===== config.mk =====
export PLATFORM = sky130hd
export DESIGN_NAME = euc_dense_wchar_encoder
export DESIGN_NICKNAME = d
export VERILOG_FILES = /design/src/hdl/edwe_pkg.sv /design/src/hdl/euc_dense_wchar_encoder.sv /design/src/hdl/edwe_front.sv /design/src/hdl/edwe_queue.sv /design/src/hdl/edwe_back.sv
export SDC_FILE = /design/constraint.sdc
export NUM_CORES = 1
export LEC_CHECK = 0
export BUFFER_PORTS_ARGS = -buffer_cell sky130_fd_sc_hd__buf_2
export CORE_ASPECT_RATIO = 1.25
export CORE_MARGIN = 1
export CORE_UTILIZATION = 41
export DETAILED_ROUTE_END_ITERATION = 16
export GPL_ROUTABILITY_DRIVEN = 0
export PLACE_DENSITY = 0.58
export SYNTH_ARGS = -nofsm -noshare
export SYNTH_HDL_FRONTEND = slang
export SYNTH_HIERARCHICAL = 1
export SYNTH_SLANG_ARGS = --single-unit

===== constraint.sdc =====
create_clock -name clk -period 6.9 [get_ports clk]
set_input_delay 0.69 -clock clk [delete_from_list [all_inputs] [get_ports clk]]
set_output_delay 0.69 -clock clk [all_outputs]
set_load 0.01 [all_outputs]

===== src/hdl/edwe_pkg.sv =====
// ----------------------------------------------------------------------------
// edwe_pkg: shared types and constants of the EUC dense wide character encoder
// Holds the code-set constants, the register index codes and the descriptor
// that passes from the classifying front end to the byte sequencer.
// ----------------------------------------------------------------------------
package edwe_pkg;

  // Widths of the character and register paths.
  localparam int CODE_W        = 32;
  localparam int CFG_DATA_W    = 32;
  localparam int CFG_IDX_W     = 3;
  localparam int LEN_W         = 3;

  // Encoding constants.
  localparam int MAX_SET_BYTES = 4;
  localparam int GROUP_BITS    = 7;
  localparam int MAX_ITEMS     = MAX_SET_BYTES + 1;
  localparam int IDX_W         = (MAX_ITEMS > 1) ? $clog2(MAX_ITEMS) : 1;
  localparam int CNT_W         = $clog2(MAX_ITEMS + 1);
  localparam int GIDX_W        = (MAX_SET_BYTES > 1) ? $clog2(MAX_SET_BYTES) : 1;
  localparam int VAL_EXT_W     = GROUP_BITS * MAX_SET_BYTES + CODE_W;

  localparam logic [7:0] C1_LAST   = 8'h9F;
  localparam logic [7:0] PFX_SET2  = 8'h8E;
  localparam logic [7:0] PFX_SET3  = 8'h8F;
  localparam logic [7:0] HIGH_MARK = 8'h80;

  // Depth of the queue between front end and sequencer.
  localparam int QUEUE_DEPTH   = 2;
  localparam int QPTR_W        = (QUEUE_DEPTH > 1) ? $clog2(QUEUE_DEPTH) : 1;
  localparam int QCNT_W        = $clog2(QUEUE_DEPTH + 1);

  // Configuration register indexes.
  typedef enum logic [CFG_IDX_W-1:0] {
    REG_SINGLE_BYTE = 3'd0,
    REG_SET_LENGTHS = 3'd1,
    REG_SET3_BASE   = 3'd2,
    REG_SET1_BASE   = 3'd3,
    REG_DENSE_LAST  = 3'd4,
    REG_SET1_OFFSET = 3'd5,
    REG_SET2_OFFSET = 3'd6,
    REG_SET3_OFFSET = 3'd7
  } cfg_reg_t;

  // One classified character: the bytes to send, in order, and how many.
  typedef struct packed {
    logic                           illegal;
    logic [CNT_W-1:0]               count;
    logic [MAX_ITEMS-1:0][7:0]      bytes;
  } desc_t;

endpackage


===== src/hdl/euc_dense_wchar_encoder.sv =====
// ----------------------------------------------------------------------------
// euc_dense_wchar_encoder: dense wide character to EUC byte sequence
// Encodes one 32-bit wide character per input beat into one to five result
// beats: an optional single-shift prefix and the 7-bit groups of the code.
//
//   channel   direction  handshake            payload
//   input     in         push / full          wide_code
//   result    out        empty / pop          out_byte, last_byte, illegal
//   config    in         cfg_we               cfg_index, cfg_data
//
// A character has one to five result beats, and the byte sequencer sends
// one beat per cycle while the result side keeps popping; single-byte codes
// and rejected characters, having a single beat, then run at one per cycle.
// An accepted character is written into the queue; its first beat moves into
// the result register once it is at the head and that register is free.
// A synchronous reset clears the configuration registers to zero and empties
// the queue and the result register.
// A stalled result side fills the two-entry queue before full rises, so the
// input keeps moving while a finished beat waits to be popped.
// ----------------------------------------------------------------------------
module euc_dense_wchar_encoder (
  input  logic                              clk,
  input  logic                              rst,
  input  logic                              cfg_we,
  input  logic [edwe_pkg::CFG_IDX_W-1:0]    cfg_index,
  input  logic [edwe_pkg::CFG_DATA_W-1:0]   cfg_data,
  input  logic                              push,
  output logic                              full,
  input  logic [edwe_pkg::CODE_W-1:0]       wide_code,
  output logic                              empty,
  input  logic                              pop,
  output logic [7:0]                        out_byte,
  output logic                              last_byte,
  output logic                              illegal
);
  import edwe_pkg::*;

  // The front end classifies the incoming character combinationally and the
  // queue captures the finished descriptor at the accepting edge.
  desc_t front_desc;
  desc_t head_desc;
  logic  q_empty;
  logic  q_pop;

  edwe_front u_front (
    .clk       (clk),
    .rst       (rst),
    .cfg_we    (cfg_we),
    .cfg_index (cfg_index),
    .cfg_data  (cfg_data),
    .wide_code (wide_code),
    .desc      (front_desc)
  );

  // A full queue is what the input side sees as full.
  edwe_queue u_queue (
    .clk     (clk),
    .rst     (rst),
    .wr_en   (push),
    .wr_desc (front_desc),
    .q_full  (full),
    .rd_en   (q_pop),
    .rd_desc (head_desc),
    .q_empty (q_empty)
  );

  // The sequencer walks the head descriptor and retires it with its last beat.
  edwe_back u_back (
    .clk       (clk),
    .rst       (rst),
    .q_empty   (q_empty),
    .head      (head_desc),
    .q_pop     (q_pop),
    .pop       (pop),
    .empty     (empty),
    .out_byte  (out_byte),
    .last_byte (last_byte),
    .illegal   (illegal)
  );

  // A rejected character is a lone zero beat that closes the character.
  a_illegal_alone: assert property (@(posedge clk) disable iff (rst)
    (!empty && illegal) |-> (last_byte && (out_byte == 8'h00)))
    else $error("illegal beat is not a lone zero byte");

  // The remaining beats of a character are still queued, so the result
  // register refills right after a non-final beat is taken.
  a_no_gap: assert property (@(posedge clk) disable iff (rst)
    (pop && !empty && !last_byte) |=> !empty)
    else $error("gap inside a character's byte sequence");

  // Inside a multibyte sequence the only C1 bytes are the single-shift
  // prefixes; a C1 code passed through on its own is a final beat.
  a_c1_prefix_only: assert property (@(posedge clk) disable iff (rst)
    (!empty && !illegal && !last_byte && (out_byte[7:5] == 3'b100)) |->
      ((out_byte == PFX_SET2) || (out_byte == PFX_SET3)))
    else $error("C1 byte other than a prefix sent");

endmodule


===== src/hdl/edwe_front.sv =====
// ----------------------------------------------------------------------------
// edwe_front: configuration registers and character classifier
// Selects the code set, subtracts its offset, checks every group for a C1
// byte and lays out the finished byte list for the sequencer.
// ----------------------------------------------------------------------------
module edwe_front (
  input  logic                              clk,
  input  logic                              rst,
  input  logic                              cfg_we,
  input  logic [edwe_pkg::CFG_IDX_W-1:0]    cfg_index,
  input  logic [edwe_pkg::CFG_DATA_W-1:0]   cfg_data,
  input  logic [edwe_pkg::CODE_W-1:0]       wide_code,
  output edwe_pkg::desc_t                   desc
);
  import edwe_pkg::*;

  logic              single_byte_locale;
  logic [8:0]        set_byte_lengths;
  logic [CODE_W-1:0] set3_base;
  logic [CODE_W-1:0] set1_base;
  logic [CODE_W-1:0] dense_last;
  logic [CODE_W-1:0] set1_offset;
  logic [CODE_W-1:0] set2_offset;
  logic [CODE_W-1:0] set3_offset;

  always_ff @(posedge clk) begin
    if (rst) begin
      single_byte_locale <= 1'b0;
      set_byte_lengths   <= '0;
      set3_base          <= '0;
      set1_base          <= '0;
      dense_last         <= '0;
      set1_offset        <= '0;
      set2_offset        <= '0;
      set3_offset        <= '0;
    end else if (cfg_we) begin
      case (cfg_reg_t'(cfg_index))
        REG_SINGLE_BYTE: single_byte_locale <= cfg_data[0];
        REG_SET_LENGTHS: set_byte_lengths   <= cfg_data[8:0];
        REG_SET3_BASE:   set3_base          <= cfg_data;
        REG_SET1_BASE:   set1_base          <= cfg_data;
        REG_DENSE_LAST:  dense_last         <= cfg_data;
        REG_SET1_OFFSET: set1_offset        <= cfg_data;
        REG_SET2_OFFSET: set2_offset        <= cfg_data;
        REG_SET3_OFFSET: set3_offset        <= cfg_data;
        default: ;
      endcase
    end
  end

  logic [LEN_W-1:0]  len1, len2, len3;
  logic              hit1, hit2, hit3;
  logic [CODE_W-1:0] diff1, diff2, diff3;

  // The three compares and subtracts run side by side; selection follows.
  assign len1  = set_byte_lengths[2:0];
  assign len2  = set_byte_lengths[5:3];
  assign len3  = set_byte_lengths[8:6];
  assign hit2  = (len2 != '0) && (wide_code < set3_base);
  assign hit3  = (len3 != '0) && (wide_code < set1_base);
  assign hit1  = (len1 != '0) && (wide_code <= dense_last);
  assign diff1 = wide_code - set1_offset;
  assign diff2 = wide_code - set2_offset;
  assign diff3 = wide_code - set3_offset;

  logic [CODE_W-1:0]           value;
  logic [VAL_EXT_W-1:0]        value_ext;
  logic [LEN_W-1:0]            len;
  logic                        has_pfx;
  logic [7:0]                  pfx;
  logic                        no_set;
  logic                        bad_group;
  logic [MAX_SET_BYTES-1:0][GROUP_BITS-1:0] grp;
  logic [LEN_W-1:0]            gsel;

  always_comb begin
    value   = diff1;
    len     = len1;
    has_pfx = 1'b0;
    pfx     = PFX_SET2;
    no_set  = 1'b0;
    if (hit2) begin
      value   = diff2;
      len     = len2;
      has_pfx = 1'b1;
      pfx     = PFX_SET2;
    end else if (hit3) begin
      value   = diff3;
      len     = len3;
      has_pfx = 1'b1;
      pfx     = PFX_SET3;
    end else if (!hit1) begin
      no_set  = 1'b1;
    end
  end

  assign value_ext = VAL_EXT_W'(value);

  always_comb begin
    bad_group = 1'b0;
    for (int k = 0; k < MAX_SET_BYTES; k++) begin
      grp[k] = value_ext[GROUP_BITS*k +: GROUP_BITS];
      // A group whose top two bits are clear becomes a C1 byte.
      if ((k < int'(len)) && (grp[k][GROUP_BITS-1 -: 2] == 2'b00)) begin
        bad_group = 1'b1;
      end
    end
  end

  always_comb begin
    desc = '0;
    gsel = '0;
    if (wide_code <= CODE_W'(C1_LAST)) begin
      desc.count    = CNT_W'(1);
      desc.bytes[0] = wide_code[7:0];
    end else if (wide_code[CODE_W-1:8] == '0) begin
      // High Latin-1 only passes through in a single-byte locale.
      desc.count = CNT_W'(1);
      if (single_byte_locale) begin
        desc.bytes[0] = wide_code[7:0];
      end else begin
        desc.illegal = 1'b1;
      end
    end else if (no_set || (int'(len) > MAX_SET_BYTES) || bad_group) begin
      desc.count   = CNT_W'(1);
      desc.illegal = 1'b1;
    end else begin
      desc.count = CNT_W'(len) + CNT_W'(has_pfx);
      if (has_pfx) begin
        desc.bytes[0] = pfx;
      end
      // Most significant group goes first.
      for (int j = 0; j < MAX_SET_BYTES; j++) begin
        if (j < int'(len)) begin
          gsel = len - LEN_W'(j + 1);
          if (has_pfx) begin
            desc.bytes[j+1] = HIGH_MARK | 8'(grp[gsel[GIDX_W-1:0]]);
          end else begin
            desc.bytes[j] = HIGH_MARK | 8'(grp[gsel[GIDX_W-1:0]]);
          end
        end
      end
    end
  end

endmodule


===== src/hdl/edwe_queue.sv =====
// ----------------------------------------------------------------------------
// edwe_queue: short descriptor queue
// A small flip-flop FIFO that lets the front end and the sequencer stall
// independently of each other.
// ----------------------------------------------------------------------------
module edwe_queue (
  input  logic             clk,
  input  logic             rst,
  input  logic             wr_en,
  input  edwe_pkg::desc_t  wr_desc,
  output logic             q_full,
  input  logic             rd_en,
  output edwe_pkg::desc_t  rd_desc,
  output logic             q_empty
);
  import edwe_pkg::*;

  desc_t             entries [QUEUE_DEPTH];
  logic [QPTR_W-1:0] wr_ptr;
  logic [QPTR_W-1:0] rd_ptr;
  logic [QCNT_W-1:0] fill;
  logic              do_wr, do_rd;

  assign q_full  = (fill == QCNT_W'(QUEUE_DEPTH));
  assign q_empty = (fill == '0);
  assign do_wr   = wr_en && !q_full;
  assign do_rd   = rd_en && !q_empty;
  assign rd_desc = entries[rd_ptr];

  always_ff @(posedge clk) begin
    if (do_wr) begin
      entries[wr_ptr] <= wr_desc;
    end
  end

  always_ff @(posedge clk) begin
    if (rst) begin
      wr_ptr <= '0;
      rd_ptr <= '0;
      fill   <= '0;
    end else begin
      if (do_wr) begin
        wr_ptr <= (wr_ptr == QPTR_W'(QUEUE_DEPTH - 1)) ? '0 : wr_ptr + QPTR_W'(1);
      end
      if (do_rd) begin
        rd_ptr <= (rd_ptr == QPTR_W'(QUEUE_DEPTH - 1)) ? '0 : rd_ptr + QPTR_W'(1);
      end
      if (do_wr && !do_rd) begin
        fill <= fill + QCNT_W'(1);
      end else if (do_rd && !do_wr) begin
        fill <= fill - QCNT_W'(1);
      end
    end
  end

endmodule


===== src/hdl/edwe_back.sv =====
// ----------------------------------------------------------------------------
// edwe_back: byte sequencer and output register
// Walks the head descriptor one byte per cycle into a result register while
// that register is free, and retires the descriptor with its final byte.
// ----------------------------------------------------------------------------
module edwe_back (
  input  logic             clk,
  input  logic             rst,
  input  logic             q_empty,
  input  edwe_pkg::desc_t  head,
  output logic             q_pop,
  input  logic             pop,
  output logic             empty,
  output logic [7:0]       out_byte,
  output logic             last_byte,
  output logic             illegal
);
  import edwe_pkg::*;

  logic [IDX_W-1:0] idx;
  logic             out_valid;
  logic             advance;
  logic             head_last;

  assign empty     = !out_valid;
  assign advance   = !q_empty && (!out_valid || pop);
  assign head_last = ((CNT_W'(idx) + CNT_W'(1)) == head.count);
  assign q_pop     = advance && head_last;

  always_ff @(posedge clk) begin
    if (rst) begin
      idx       <= '0;
      out_valid <= 1'b0;
    end else begin
      if (advance) begin
        out_valid <= 1'b1;
        idx       <= head_last ? '0 : idx + IDX_W'(1);
      end else if (pop) begin
        out_valid <= 1'b0;
      end
    end
  end

  always_ff @(posedge clk) begin
    if (advance) begin
      out_byte  <= head.bytes[idx];
      last_byte <= head_last;
      illegal   <= head.illegal;
    end
  end

endmodule


==> results of run 1 <==
==> worst paths after layout <==
check | to | slack (ps) | cells past startpoint
worst max-delay path | u_queue/entries[0][32] | 390 | 22
worst max register to register | u_queue/entries[0][32] | 390 | 22
worst min-delay path | u_front/set1_base[29] | 380 | 3
worst min register to register | u_front/set3_base[18] | 450 | 2
==> area by class of cell <==
type | count | area [sq um] | share of cell area
Inverter | 123 | 467 | 0.0245
Timing Repair Buffer | 132 | 815 | 0.0427
Clock inverter | 13 | 95.1 | 0.00499
Clock buffer | 43 | 842 | 0.0441
Tap cell | 552 | 691 | 0.0362
Multi-Input combinational cell | 1479 | 9240 | 0.484
Sequential cell | 297 | 6930 | 0.363
==> metrics by stage <==
stage                     TNS [ps]  power [mW]
after floorplan                  0        2.76
after detailed placement    -13800        3.06
after global placement       -5560        3.04
after CTS                        0        4.65
after global routing             0        4.83
final                            0        4.60
==> Yosys cell counts (4+ instances only) <==
| cell | n |
|---|---|
| xor2_1 | 7 |
| a221oi_1 | 12 |
| xnor2_1 | 18 |
| edfxtp_1 | 98 |
| buf_1 | 4 |
| a31oi_1 | 8 |
| mux4_2 | 6 |
| nor4_1 | 11 |
| buf_6 | 4 |
| nand4_1 | 17 |
| and4_1 | 4 |
| or3_1 | 11 |
| nand2_1 | 464 |
| clkbuf_1 | 68 |
| a21oi_1 | 303 |
| mux2_2 | 49 |
| mux2i_1 | 43 |
| inv_1 | 120 |
| dfxtp_1 | 199 |
| o21a_1 | 8 |
| nor2_2 | 5 |
| a211o_1 | 4 |
| nor2_1 | 90 |
| o21ai_1 | 13 |
| o211ai_1 | 20 |
| nand2b_1 | 13 |
| and2_1 | 10 |
| a211oi_1 | 5 |
| ha_1 | 125 |
| o21ai_0 | 51 |
| nor2b_1 | 5 |
| nor3_1 | 27 |
| buf_2 | 18 |
| a2111oi_0 | 4 |
| and3_1 | 8 |
| a21o_1 | 20 |
| nand3_1 | 31 |
| a21boi_0 | 4 |
| buf_4 | 5 |
| o31ai_2 | 4 |
==> per-layer routing <==
metal	GRT usage	vias up	wire length [um]
li1	-	7134	-
met1	0.316	6786	22100
met2	0.395	396	24200
met3	0.0192	85	2180
met4	0.109	0	2150
met5	0	-	0
==> kinds of logic after synthesis <==
| logic type | synth area share |
|---|---|
| xor+xnor | 0.0158 |
| fa+ha+maj | 0.0928 |
| simple gates | 0.182 |
| compound gates | 0.179 |
| buf+inv | 0.0554 |
| mux | 0.0694 |
| flops | 0.406 |
==> sequential cells by signal, indices dropped and copies added (netlist names), 2 cells and up, named ones only <==
name / flops
u_queue/entries: 88
u_front/dense_last: 32
u_front/set1_base: 32
u_front/set3_base: 32
u_front/set1_offset: 28
u_front/set2_offset: 28
u_front/set3_offset: 28
u_front/set_byte_lengths: 9
u_back/out_byte: 8
u_back/idx: 3
u_queue/fill: 2
==> worst register-to-register path: stages, from the launching register on <==
cell and delay, ps:
dfxtp_1 340, inv_1 60, ha_1 310, a21oi_1 160, a21boi_0 100, a2111oi_0 700, nand2_1 430, nor2_4 210
buf_12 160, mux2i_1 200, nor2_1 50, a21oi_1 240, ha_1 360, a21oi_1 310, o21ai_0 240, a311oi_1 450
a21boi_2 130, a221oi_2 390, o21ai_2 140, mux2i_1 180, nand3b_2 130, nand4_4 350, a2111oi_2 600
==> timing repair <==
item                                    CTS  global route
setup buffers                             0             8
endpoints found under the setup margin    0            88
resized for setup                         0             1
==> report_power, final <==
group	switching (mW)	leakage (nW)	total, mW	internal [mW]
registers	0.0959	2.55	2.08	1.99
logic	0.554	3.65	0.939	0.385
clock network	0.696	0.446	1.58	0.884
total	1.35	6.65	4.60	3.26
==> qor.csv, run 1 <==
stage;metric;value;unit
status;status;completed;
timing;worst-margin pin slew;1170;ps
run;Max Cap Viol;0;
timing;final hold vios;0;
detailed_routing;DRT antenna net count;0;
hold_path;Hold Crit Class;input pin to flip-flop;
place;placed cells;2574;
finish;layout cells sized above 1;0.135;
die;Die ar.;42400;sq um
worst_setup_path;Crit path required time;7210;ps
place;placed standard-cell area;18100;sq um
synth;Ys Warns;6;
worst_setup_path;r2r startpoint;u_front/set1_base[30];
timing;max frequency;0.154;GHz
grt;vias in the first global route;13700;
worst_setup_path;startpoint types;flip-flop;
worst_setup_path;CP cell instances;inv_1 > ha_1 > a21oi_1 > a21boi_0 > a2111oi_0 > nand2_1 > nor2_4 > buf_12 > mux2i_1 > nor2_1 > a21oi_1 > ha_1 > a21oi_1 > o21ai_0 > a311oi_1 > a21boi_2 > a221oi_2 > o21ai_2 > mux2i_1 > nand3b_2 > nand4_4 > a2111oi_2;
worst_setup_path;crit path max-delay cell type;a2111oi_0;
hold_path;Worst Min Path Start;cfg_data[29];
die;I/O pin count;84;
worst_setup_path;Crit path buffers/inverters;2;
timing;# setup viols final;0;
synth;Mapped Area;17100;sq um
detailed_routing;DRT Wirelength;50600;um
die;chip width;184;um
timing;Relative slew margins;0.222;
clocking;cts bufs inserted;31;
detailed_routing;routed vias;14400;
place;DP Worst Slack;-310;ps
timing;post-layout min period;6510;ps
power_and_ir_drop;worst vdd ir;0.142;mV
grt;Total Routing Usage GR;0.239;
detailed_routing;detailed-route vias per instance;5.46;
finish;most frequent cells in the layout;464 x nand2_1, 303 x a21oi_1, 198 x dfxtp_1;
power_and_ir_drop;power per cell area;241;nW/um^2
detailed_routing;DRC;0;
die;Std-Cell Rows;83;
worst_setup_path;Max FO, Critical Path;21;
finish;commonest non-fill, non-tap cell in the layout;nand2_1;
grt;Overflow after GRT;0;
clocking;Clock Tree Buf Depth;3;
grt;global-route wire length before repair;78200;um
timing;final hold slack;382;ps
worst_setup_path;critical path class;flip-flop to flip-flop;
synth;Yosys top cell area share;0.233;
clocking;hold_buf cts;0;
synth;Seq/Total Area, Yosys;0.406;
finish;fin nets;2262;
timing;final cycle utilization of the critical path;0.944;
synth;Post-Synthesis Cells;1999;
detailed_routing;drt wl/cell;19.2;um
timing;pins over their slew limit;0;
synth;#FFs+latches synth;297;
die;Initial Util;0.416;
timing;setup slack after layout;388;ps
finish;Syn-to-layout area delta;11.8;%
place;DP HPWL;36600;um
timing;RSZ-0062 raised after global routing;false;
synth;top cell type by total area after synthesis;dfxtp_1;
synth;top_reg_cell synth;dfxtp_1;
worst_setup_path;CP dominant cell by count;a21oi_1;
finish;Fillers;4072;
die;core area;41000;sq um
worst_setup_path;slowest stage delay, CP;700;ps
finish;number of diodes;0;
clocking;Worst-path clk slew;60;ps
die;DIE HEIGHT;230;um
clocking;worst-skew pair later-pin latency;580;ps
worst_setup_path;CP top delay family;compound AO/OA/AOI/OAI gates;
worst_setup_path;crit path from;u_front/set1_base[30];
clocking;CTS tree;done;
finish;final core occ;0.465;
grt;antenna violations before repair;1;
synth;Area contributors post-synth;dfxtp_1 23%, edfxtp_1 17%, nand2_1 10%;
place;I/O Buffers;83;
synth;async set or reset register ratio after synthesis;0;
worst_setup_path;kind of end point of the critical path;flip-flop;
clocking;Sink Count;297;
synth;Unique masters post-synth;94;
synth;Post-Syn Area per Cell;8.53;sq um
detailed_routing;number of iterations in the first detailed-routing pass;5;
clocking;H-Tree Depth;1;
synth;Post-Syn Nets;2197;
power_and_ir_drop;Pleak;6.65;nW
clocking;Root Driver;clkbuf_16;
finish;final std cells w/o fill;2639;
grt;largest net degree at the start of global routing;107;
finish;Finished Cell Area;19100;sq um
timing;Worst Skew;14.6;ps
detailed_routing;DRT iter0 DRCs;984;
synth;count of flip-flops with a built-in enable after synthesis;98;
worst_setup_path;CP arrival;6820;ps
Power figures use the tool's default switching activity.
==> run 2, diff against run 1 <==
--- a/config.mk
+++ b/config.mk
@@ -12,6 +12,7 @@
 export DETAILED_ROUTE_END_ITERATION = 16
 export GPL_ROUTABILITY_DRIVEN = 0
 export PLACE_DENSITY = 0.58
+export RECOVER_POWER = 50
 export SYNTH_ARGS = -nofsm -noshare
 export SYNTH_HDL_FRONTEND = slang
 export SYNTH_HIERARCHICAL = 1
==> qor.csv, run 2 (synthesis gave the netlist of run 1 again) <==
stage;metric;value;unit;change
finish;fin nets;2262;;unchanged
clocking;CTS tree;done;;
grt;Total Routing Usage GR;0.239;;unchanged
worst_setup_path;CP cell instances;inv_1 > ha_1 > a21oi_1 > a21boi_0 > a2111oi_0 > nand2_1 > nor2_4 > buf_12 > mux2i_1 > nor2_1 > a21oi_1 > ha_1 > a21oi_1 > o21ai_0 > a311oi_1 > a21boi_2 > a221oi_2 > o21ai_2 > mux2i_1 > nand3b_2 > nand4_4 > a2111oi_2;;
worst_setup_path;r2r startpoint;u_front/set1_base[30];;
die;Std-Cell Rows;83;;unchanged
timing;setup slack after layout;467;ps;+78.8 ps
finish;Fillers;4081;;+0.22%
timing;# setup viols final;0;;unchanged
status;failing checks;capacitance limit, slew limit;;
worst_setup_path;r2r worst-path depth;22;;unchanged
timing;RSZ-0062 raised after global routing;false;;
status;status;finished with violations;;
place;DP HPWL;36600;um;unchanged
grt;vias in the first global route;13700;;unchanged
timing;max frequency;0.155;GHz;+1.2%
finish;commonest non-fill, non-tap cell in the layout;nand2_1;;
worst_setup_path;Max FO, Critical Path;21;;unchanged
worst_setup_path;startpoint types;flip-flop;;
run;Max Cap Viol;5;;+5
finish;most frequent cells in the layout;464 x nand2_1, 303 x a21oi_1, 199 x dfxtp_1;;
worst_setup_path;CP arrival;6740;ps;-80 ps
grt;Overflow after GRT;0;;unchanged
detailed_routing;DRT Wirelength;50600;um;about the same
worst_setup_path;R2R setup slack;470;ps;+80 ps
grt;global-route wire length before repair;78200;um;unchanged
worst_setup_path;Crit path required time;7210;ps;about the same
clocking;Root Driver;clkbuf_16;;
timing;final hold vios;0;;unchanged
worst_setup_path;CP top delay family;compound AO/OA/AOI/OAI gates;;
worst_setup_path;kind of end point of the critical path;flip-flop;;
timing;worst-margin pin slew;4310;ps;+3140 ps
timing;post-layout min period;6430;ps;-78.8 ps
power_and_ir_drop;power per cell area;242;nW/um^2;+0.16%
finish;number of diodes;0;;unchanged
die;Initial Util;0.416;;unchanged
hold_path;Hold Crit Class;input pin to flip-flop;;
hold_path;Worst Min Path Start;cfg_data[29];;
worst_setup_path;critical path class;flip-flop to flip-flop;;
detailed_routing;DRT iter0 DRCs;1016;;+3.3%
die;core area;41000;sq um;unchanged
clocking;cts bufs inserted;31;;unchanged
power_and_ir_drop;worst vdd ir;0.143;mV;+0.48%
power_and_ir_drop;Pleak;6.61;nW;-0.66%
detailed_routing;DRT antenna net count;0;;unchanged
worst_setup_path;slowest stage delay, CP;650;ps;-50 ps
clocking;worst-skew pair later-pin latency;580;ps;about the same
finish;final core occ;0.464;;-0.000854
die;I/O pin count;84;;unchanged
timing;Worst Skew;13.4;ps;-1.23 ps
die;chip width;184;um;unchanged
finish;max reg flops;88;;unchanged
detailed_routing;detailed-route vias per instance;5.45;;-0.12%
finish;Biggest register;u_queue/entries;;
clocking;Sink Count;297;;unchanged
clocking;H-Tree Depth;1;;unchanged
finish;Syn-to-layout area delta;11.6;%;
hold_path;WHS Endpoint;u_front/set1_base[29];;
timing;final hold slack;382;ps;-0.0410 ps
timing;pins over their slew limit;338;;+338
grt;largest net degree at the start of global routing;107;;unchanged
hold_path;hold depth;3;;unchanged
worst_setup_path;Crit path buffers/inverters;2;;unchanged
timing;Relative slew margins;-1.87;;-2.10
detailed_routing;DRC;0;;unchanged
detailed_routing;drt wl/cell;19.2;um;about the same
clocking;hold_buf cts;0;;unchanged
worst_setup_path;CP dominant cell by count;a21oi_1;;
grt;antenna violations before repair;1;;unchanged
detailed_routing;number of iterations in the first detailed-routing pass;7;;+2
die;Die ar.;42400;sq um;unchanged
place;I/O Buffers;83;;unchanged
power_and_ir_drop;total power;4.60;mW;about the same
detailed_routing;routed vias;14400;;-0.12%
timing;final cycle utilization of the critical path;0.932;;-0.0114
finish;layout cells sized above 1;0.127;;-0.00767
worst_setup_path;Worst R2R End;u_queue/entries[0][32];;
die;DIE HEIGHT;230;um;unchanged
clocking;Worst-path clk slew;60;ps;about the same
worst_setup_path;crit path max-delay cell type;a2111oi_0;;
clocking;Clock Tree Buf Depth;3;;unchanged
place;DP Worst Slack;-310;ps;unchanged
[run 2: worst max-delay path by stage]
stage	end	start	cells past startpoint
final	u_queue/entries[0][32]	u_front/set1_base[30]	22
after global routing	u_queue/entries[0][38]	u_front/set1_base[30]	25
after CTS	u_queue/entries[0][32]	u_front/set1_base[27]	21
after detailed placement	u_queue/entries[1][32]	wide_code[30]	21
after global placement	u_queue/entries[1][32]	wide_code[27]	21
after floorplan	u_queue/entries[0][39]	wide_code[13]	24
[run 2: final cells by class]
| cell class | instances | area [sq um] | area share |
|---|---|---|---|
| Inverter | 123 | 467 | 0.0245 |
| Multi-Input combinational cell | 1479 | 9230 | 0.485 |
| Timing Repair Buffer | 132 | 783 | 0.0411 |
| Clock inverter | 13 | 95.1 | 0.00499 |
| Tap cell | 552 | 691 | 0.0363 |
| Clock buffer | 43 | 842 | 0.0442 |
| Sequential cell | 297 | 6930 | 0.364 |
[run 2: metrics by stage]
stage	setup TNS (ps)	area [sq um]	instances
6_report	0	19000	2639
5_1_grt	0	19000	2639
4_1_cts	0	19000	2630
3_5_place_dp	-13800	18100	2574
3_3_place_gp	-5560	18100	2574
2_1_floorplan	0	17100	1999
[run 2: worst min-delay path, stage by stage]
cell	delay [ps]
buf_2	120
nand2_1	60
a21oi_1	50
[run 2: power by group]
group          internal (mW)  switching [mW]  leakage [nW]
Clock                  0.883           0.696         0.446
Combinational          0.377           0.555          3.61
Sequential              2.00          0.0961          2.55
[run 2: per-layer routing]
layer | vias up | global-route usage | wire length [um]
li1 | 7128 | - | -
met1 | 6782 | 0.316 | 22200
met2 | 386 | 0.395 | 24100
met3 | 88 | 0.0192 | 2090
met4 | 0 | 0.109 | 2200
met5 | - | 0 | 0
[run 2: repair_timing]
item                                    4_1_cts  5_1_grt
resized for setup                             0        1
endpoints found under the setup margin        0       88
buffers inserted                              0        8
